<file path="config.mk">
export PLATFORM = sky130hd
export DESIGN_NAME = cfla_ctrl
export DESIGN_NICKNAME = d
export VERILOG_FILES = /design/src/rtl/core/cfla_pkg.sv /design/src/rtl/core/cfla_ctrl.sv
export SDC_FILE = /design/constraint.sdc
export NUM_CORES = 1
export LEC_CHECK = 0
export BUFFER_PORTS_ARGS = -buffer_cell sky130_fd_sc_hd__buf_2
export CAP_MARGIN = 0
export CORE_MARGIN = 8
export CORE_UTILIZATION = 45
export CTS_CLUSTER_DIAMETER = 80
export CTS_CLUSTER_SIZE = 30
export DETAILED_ROUTE_END_ITERATION = 8
export PLACE_DENSITY = 0.72
export SKIP_CTS_REPAIR_TIMING = 1
export SYNTH_ARGS = -nofsm -noshare
export SYNTH_HDL_FRONTEND = slang
export SYNTH_SLANG_ARGS = --single-unit
export TNS_END_PERCENT = 5
</file>
<file path="constraint.sdc">
create_clock -name clk -period 4.1 [get_ports clk]
set_clock_uncertainty 0.2 [all_clocks]
set_input_delay 0.41 -clock clk [delete_from_list [all_inputs] [get_ports clk]]
set_output_delay 0.41 -clock clk [all_outputs]
set_load 0.01 [all_outputs]
</file>
<file path="src/rtl/core/cfla_pkg.sv">
// Shared types and codes for the chunked free-list block allocator.
// Holds the request/status codes, the controller state type and the
// command and status bundles between the controller and the datapath.
package cfla_pkg;

	// number of chunk slots; the 4-bit chunk fields on the ports fix it
	localparam int CHUNK_SLOTS = 16;

	localparam logic REQ_ALLOC = 1'b0;
	localparam logic REQ_FREE  = 1'b1;

	localparam logic [1:0] ST_OK   = 2'd0;
	localparam logic [1:0] ST_FULL = 2'd1;
	localparam logic [1:0] ST_BAD  = 2'd2;

	typedef enum logic [9:0] {
		S_IDLE       = 10'b00_0000_0001,
		S_DISPATCH   = 10'b00_0000_0010,
		S_SCAN       = 10'b00_0000_0100,
		S_PICK       = 10'b00_0000_1000,
		S_INIT       = 10'b00_0001_0000,
		S_CHUNK_RD   = 10'b00_0010_0000,
		S_ALLOC_LINK = 10'b00_0100_0000,
		S_ALLOC_DONE = 10'b00_1000_0000,
		S_FREE_UPD   = 10'b01_0000_0000,
		S_RESULT     = 10'b10_0000_0000
	} state_t;

	typedef struct packed {
		logic accept;
		logic set_cur_in;
		logic set_cur_cache;
		logic scan_start;
		logic scan_step;
		logic pick_free;
		logic pick_idle;
		logic init_step;
		logic alloc_commit;
		logic free_commit;
		logic res_full;
		logic res_bad;
		logic out_load;
	} cmd_t;

	typedef struct packed {
		logic req_free;
		logic free_ok;
		logic cache_hit;
		logic scan_last;
		logic found_free;
		logic found_idle;
		logic init_last;
		logic out_free;
	} sts_t;

endpackage

</file>
<file path="src/rtl/core/cfla_ctrl.sv">
// Controller state machine of the block allocator.
// Sequences each request through the datapath; depends on cfla_pkg.
module cfla_ctrl import cfla_pkg::*; (
	input  logic clk,
	input  logic arst_n,
	input  logic in_valid,
	output logic in_ready,
	input  sts_t sts,
	output cmd_t cmd
);

	state_t state_q;
	state_t state_nx;

	assign in_ready = (state_q == S_IDLE);

	always_comb begin
		cmd      = '0;
		state_nx = state_q;
		case (state_q)
			S_IDLE: begin
				if (in_valid) begin
					cmd.accept = 1'b1;
					state_nx   = S_DISPATCH;
				end
			end
			S_DISPATCH: begin
				if (sts.req_free) begin
					if (sts.free_ok) begin
						cmd.set_cur_in = 1'b1;
						state_nx       = S_CHUNK_RD;
					end else begin
						cmd.res_bad = 1'b1;
						state_nx    = S_RESULT;
					end
				end else if (sts.cache_hit) begin
					cmd.set_cur_cache = 1'b1;
					state_nx          = S_CHUNK_RD;
				end else begin
					cmd.scan_start = 1'b1;
					state_nx       = S_SCAN;
				end
			end
			S_SCAN: begin
				cmd.scan_step = 1'b1;
				if (sts.scan_last)
					state_nx = S_PICK;
			end
			S_PICK: begin
				if (sts.found_free) begin
					cmd.pick_free = 1'b1;
					state_nx      = S_CHUNK_RD;
				end else if (sts.found_idle) begin
					cmd.pick_idle = 1'b1;
					state_nx      = S_INIT;
				end else begin
					cmd.res_full = 1'b1;
					state_nx     = S_RESULT;
				end
			end
			S_INIT: begin
				cmd.init_step = 1'b1;
				if (sts.init_last)
					state_nx = S_CHUNK_RD;
			end
			S_CHUNK_RD: begin
				state_nx = sts.req_free ? S_FREE_UPD : S_ALLOC_LINK;
			end
			S_ALLOC_LINK: begin
				state_nx = S_ALLOC_DONE;
			end
			S_ALLOC_DONE: begin
				cmd.alloc_commit = 1'b1;
				state_nx         = S_RESULT;
			end
			S_FREE_UPD: begin
				cmd.free_commit = 1'b1;
				state_nx        = S_RESULT;
			end
			S_RESULT: begin
				// hold until the output register can take the item
				if (sts.out_free) begin
					cmd.out_load = 1'b1;
					state_nx     = S_IDLE;
				end
			end
			default: begin
				state_nx = S_IDLE;
			end
		endcase
	end

	always_ff @(posedge clk or negedge arst_n) begin
		if (!arst_n) begin
			state_q <= S_IDLE;
		end else begin
			state_q <= state_nx;
		end
	end

endmodule

</file>
==> results of run 1 <==
## cell type report
class                   count  area share [%]
well taps                  17           2.335
multi-input cells          72           52.06
inverters                   2          0.8242
flip-flops and latches     10           27.61
clock buffers               4           2.885
repair buffers             25           14.29
## logic make-up after synthesis
logic type	synth area share [%]
AOI/OAI and AO/OA	12.34
xor gates and xnor gates	2.303
buffers and inverters	4.605
DFF	33.06
muxes	1.316
and+or+nand+nor	46.38
## power by group
group	switching [mW]	internal (mW)
Clock	0.0318	0.0375
Combinational	0.0824	0.0697
Sequential	0.0230	0.116
## path summary, 6_finish.rpt
kind	from	endpoint	slack [ns]	cells past startpoint
max in group asynchronous	arst_n	state_q[0]	3.10	2
min reg2reg	state_q[7]	state_q[7]	0.40	1
max reg2reg	state_q[2]	state_q[0]	1.78	4
min	sts[4]	state_q[3]	0.17	2
min in group asynchronous	arst_n	state_q[3]	0.34	2
max	state_q[7]	cmd[2]	1.37	5
## worst max-delay path, delay by kind of cell (launching register included)
kind | cells | cell delay (ns)
and+or+nand+nor | 4 | 1.25
buffers and inverters | 1 | 0.15
DFF | 1 | 0.46
## metal layers
metal	up-vias	wire, um
met5	-	0
met4	0	15
met1	358	787
li1	370	-
met3	4	103
met2	25	890
## placed cells by master (no fill, tap or decap), drive strengths merged, types with 4 or more instances in the layout
cell	instances
buf	24
and2	5
and4b	4
nand2b	4
clkbuf	4
o21ai	4
nand2	9
dfrtp	9
nor2	10
## stage by stage
| stage | util, % | hold slack (ns) | setup slack (ns) | cells |
|---|---|---|---|---|
| after floorplan | - | -0.08559 | 1.790 | 89 |
| after global placement | 52.95 | 0.08498 | 1.687 | 125 |
| after detailed placement | 52.95 | 0.08817 | 1.674 | 125 |
| after CTS | 54.55 | -0.1961 | 1.385 | 129 |
| after global routing | 55.15 | 0.1687 | 1.252 | 130 |
| final | 55.15 | 0.1655 | 1.372 | 130 |
==> reports/metrics.yaml, run 1 <==
clock_network:
  path_clk_slew_ns: 0.07
  clock-sinks: 10
  cts_made_buffers: 3
  cts_root_buf: "clkbuf_4"
  clkLatencyLatePin_ns: 0.26
  htree_levels: 1
  cts_buffer_depth: 2
  cts_tree: "built"
power_and_ir_drop:
  power_uw: 359.9
  peakVddDrop_uv: 320.7
  powerDensity_nw_per_um2: 395.2
  p_leak_nw: 0.4664
routing:
  routed_via_density: 5.823
  first_iter_violations: 15
  routedWlPerCell_um: 13.82
  wl_um: 1797
  dr.pass1.iters: 4
  drc_errors: 0
  vias: 757
  ant_nets: 0
synth:
  ys_ff_latch: 10
  avgSynthCellArea_sq_um: 8.548
  syn_area_sq_um: 760.7
  synthTopCellsByCount: "10 x nor2_1, 9 x dfrtp_1, 9 x nand2_1, 5 x and2_1"
  yosysMostFrequentCell: "nor2_1"
  synth_flop_cell: "dfrtp_1"
  synth_edf_count: 0
  synth_area_leaders: "dfrtp_1 30%, nor2_1 4.9%, nand2_1 4.4%"
  yosysWarningCount: 0
  synth_seq_area_share_pct: 33.06
  yosys.area.top_type: "dfrtp_1"
  synth.distinct_cells: 37
  synth_top_area_share_pct: 29.61
  syn_nets: 100
  synthesis.instances: 89
  postSynth.asyncResetShare_pct: 100.0
floorplanning:
  row_count: 15
  core_sq_um: 1652
  dieArea_sq_um: 3262
  floorplan.initialDensity_pct: 46.06
  die_w_um: 57.12
  die_h_um: 57.12
  io_pins: 25
finish:
  regMostFlops: "state_q"
  largest_register_ffs: 10
  fillers: 162
  synthToLayoutAreaGrowth_pct: 19.74
  largestRegisters: "state_q: 10 flops"
  n_antenna_cell: 0
  final_layout_size_suffix_gt1_share_pct: 29.20
  nets: 125
  multiInputGateArea_sq_um: 474.2
  regArea_sq_um: 251.5
  stdcell_area_sq_um: 910.9
worst_setup_path:
  critPathKind: "flop to output pin"
  cp_max_fo: 9
  cp-end-kind: "output pin"
  cp_cell_sequence: "or4_4, nor3_4, and4b_1, nor2b_1, buf_2"
  arrival_ns: 2.12
  slowest_stage: "or4_4"
  required_ns: 3.49
  critPathLaunchType: "flop"
  cpPeakStageDelay_ns: 0.60
place:
  place_hpwl_um: 1408
  placed_cell_area_sq_um: 874.6
  io_buffers: 24
  gp_congestion: 0.8497
grt:
  grt_max_degree: 13
  antenna_found_initial: 0
  grtUsageMet2_pct: 18.76
  grt_pass1_wl_um: 2904
  track_usage_pct: 10.82
  busiest_layer: "met2"
  grt_pass1_vias: 722
  met3_usage_pct: 3.991
  grtUsageMet1_pct: 11.46
  overflow: 0
timing:
  fmax_ghz: 0.3665
  slew_violations: 0
  finalHoldViolations: 0
  rsz0062_at_grt: "false"
  finalSetupTns_ns: 0
  post-route-period-util_pct: 66.55
  max_slew_margin_pct: 58.66
  tightest_slew_ns: 0.6121
  timing.final.crit_period_ns: 2.728
  setup_viol: 0
worst_hold_path:
  hold_class: "input port to flop"
job:
  drv_cap: 0
run_status:
  status: "finished clean"
(Power assumes the default switching activity.)
==> inputs of run 2 (changes only) <==
--- a/config.mk
+++ b/config.mk
@@ -8,11 +8,11 @@
 export BUFFER_PORTS_ARGS = -buffer_cell sky130_fd_sc_hd__buf_2
 export CAP_MARGIN = 0
 export CORE_MARGIN = 8
-export CORE_UTILIZATION = 45
+export CORE_UTILIZATION = 44
 export CTS_CLUSTER_DIAMETER = 80
 export CTS_CLUSTER_SIZE = 30
 export DETAILED_ROUTE_END_ITERATION = 8
-export PLACE_DENSITY = 0.72
+export PLACE_DENSITY = 0.74
 export SKIP_CTS_REPAIR_TIMING = 1
 export SYNTH_ARGS = -nofsm -noshare
 export SYNTH_HDL_FRONTEND = slang
==> constraint.sdc (replaced) <==
create_clock -name clk -period 2.4 [get_ports clk]
set_clock_uncertainty 0.2 [all_clocks]
set_input_delay 0.24 -clock clk [delete_from_list [all_inputs] [get_ports clk]]
set_output_delay 0.24 -clock clk [all_outputs]
set_load 0.01 [all_outputs]
==> reports/metrics.yaml, run 2 (synthesis gave the netlist of run 1 again) <==
timing:
  timing.final.crit_period_ns: 2.476
  max_slew_margin_pct: 66.50  # +7.8 points
  finalHoldViolations: 1  # +1
  setup_ws_ns: -0.07585  # -1.447 ns
  whs_ns: -0.007940  # -0.1735 ns
  slew_violations: 0  # unchanged
  rsz0062_at_grt: "true"
  tightest_slew_ns: 0.4955  # -0.1165 ns
  setup_viol: 5  # +5
  fmax_ghz: 0.4039
  post-route-period-util_pct: 103.2
  finalSetupTns_ns: -0.2331  # -0.2331 ns
place:
  place_hpwl_um: 1506  # +7.0%
  gp_congestion: 0.8486  # -0.13%
  io_buffers: 24  # unchanged
finish:
  most-common-layout-cells: "24 x buf_2, 10 x nor2_1, 9 x nand2_1, 9 x dfrtp_1, 5 x and2_1"
  final_layout_size_suffix_gt1_share_pct: 32.48  # +3.3 points
  n_antenna_cell: 0  # unchanged
  synthToLayoutAreaGrowth_pct: 24.01
  regMostFlops: "state_q"
  largestRegisters: "state_q: 10 flops"
  final_common_cell: "buf_2"
  largest_register_ffs: 10  # unchanged
  nets: 129  # +3.2%
worst_setup_path:
  arrival_ns: 2.04  # -0.08 ns
  cpPeakStageDelay_ns: 0.57  # -0.03 ns
  crit_family: "simple AND/OR/NAND/NOR gates"
  path_buf_inv: 1  # unchanged
  cp-end-kind: "output pin"
  cp_cell_sequence: "or4_4, nor3_4, and4b_2, and2_1, buf_2"
  required_ns: 1.96  # -1.53 ns
  cp_max_fo: 6  # -3
  r2r_start: "state_q[6]"
  reg2regPathDepth: 5  # +1
  critPathLaunchType: "flop"
  critPathKind: "flop to output pin"
  slowest_stage: "or4_4"
  reg2reg_slack_ns: 0.27  # -1.51 ns
  r2r-end: "state_q[5]"
power_and_ir_drop:
  seqPwrFrac_pct: 37.0  # -1.5 points
  switching_power_uw: 240.8  # +76%
  power_uw: 633.5  # +76%
  swShare_pct: 38.02  # -0.11 points
  peakVddDrop_uv: 437.5  # +36%
  powerDensity_nw_per_um2: 671.5  # +70%
  comb_power_share_pct: 43.6  # +1.3 points
  p_leak_nw: 0.4878  # +4.6%
  clock_power_share_pct: 19.5  # +0.2 points
  internal_power_uw: 392.7  # +76%
routing:
  ant_nets: 0  # unchanged
  vias: 745  # -1.6%
  wl_um: 1876  # +4.4%
  drc_errors: 0  # unchanged
  routedWlPerCell_um: 14.00  # +1.3%
  routed_via_density: 5.560  # -4.5%
  first_iter_violations: 15  # unchanged
  dr.pass1.iters: 4  # unchanged
job:
  drv_cap: 0  # unchanged
floorplanning:
  die_h_um: 57.58  # +0.81%
  core_sq_um: 1670  # +1.1%
  floorplan.initialDensity_pct: 45.54  # -0.52 points
  dieArea_sq_um: 3315  # +1.6%
  die_w_um: 57.58  # +0.81%
  io_pins: 25  # unchanged
  row_count: 15  # unchanged
clock_network:
  htree_levels: 1  # unchanged
  cts_tree: "built"
  clock-sinks: 10  # unchanged
  cts_made_buffers: 3  # unchanged
  cts_buffer_depth: 2  # unchanged
  path_clk_slew_ns: 0.07  # about the same
  cts_root_buf: "clkbuf_4"
  clkLatencyLatePin_ns: 0.27  # about the same
grt:
  track_usage_pct: 11.48  # +0.66 points
  overflow: 0  # unchanged
  antenna_found_initial: 0  # unchanged
  grt_pass1_wl_um: 3049  # +5.0%
  grt_max_degree: 13  # unchanged
  grt_pass1_vias: 724  # +0.28%
run_status:
  violations: "hold timing, setup timing"
  status: "finished with violations"
worst_hold_path:
  holdPathEnd: "state_q[3]"
  min_from: "sts[4]"
  min_delay_path_depth: 2  # unchanged
  hold_class: "input port to flop"
run 2: cell count changes in the layout (fill, tap and decap cells not counted):
cell,change
nor2b_1,-1
nor2b_2,+1
buf_4,+4
run 2: area by class of cell:
cell class	count	area (sq um)
Timing Repair Buffer	29	160.2
Tap cell	17	21.27
Inverter	2	7.507
Sequential cell	10	251.5
Multi-Input combinational cell	72	476.7
Clock buffer	4	26.28
Fill cell	160	726.9
run 2: how the worst max path moves through the flow:
stage          endpoint  slack [ns]       start  cells past startpoint
2_1_floorplan   cmd[12]        0.26  state_q[7]                      5
3_3_place_gp    cmd[12]        0.25  state_q[6]                      5
3_5_place_dp    cmd[12]        0.21  state_q[6]                      5
4_1_cts         cmd[12]       -0.09  state_q[6]                      5
5_1_grt          cmd[1]       -0.17  state_q[6]                      5
6_report        cmd[12]       -0.08  state_q[6]                      5
run 2: metal layers:
layer  wire [um]  up-vias  track usage (%)
li1            -      377                -
met1         852      348            13.45
met2         909       18            18.97
met3          94        2            2.915
met4          20        0            5.357
met5           0        -                0
run 2: worst reg2reg max path, stage by stage (launching register included):
cell and delay, ns:
dfrtp_1 0.42, or4_4 0.57, nor3_4 0.22, and3_1 0.19
nand2_1 0.10, a2111oi_2 0.31
run 2: power groups by stage:
stage | Combinational [mW] | Sequential, mW | Clock (mW)
floorplan | 0.200 | 0.221 | 0
global placement | 0.272 | 0.236 | 0
detailed placement | 0.276 | 0.236 | 0
CTS | 0.278 | 0.233 | 0.127
global route | 0.308 | 0.239 | 0.132
finish | 0.276 | 0.234 | 0.123
run 2: metrics by stage:
| step | area, sq um | hold slack [ns] | instances | setup WS [ns] | util (%) |
|---|---|---|---|---|---|
| after global placement | 904.6 | -0.08278 | 129 | 0.2460 | 54.16 |
| after detailed placement | 904.6 | -0.07781 | 129 | 0.2075 | 54.16 |
| final | 943.4 | -0.007940 | 134 | -0.07585 | 56.48 |
| after floorplan | 760.7 | -0.2556 | 89 | 0.2595 | - |
| after global routing | 943.4 | 0.003999 | 134 | -0.1732 | 56.48 |
| after CTS | 930.9 | -0.3727 | 133 | -0.08893 | 55.73 |
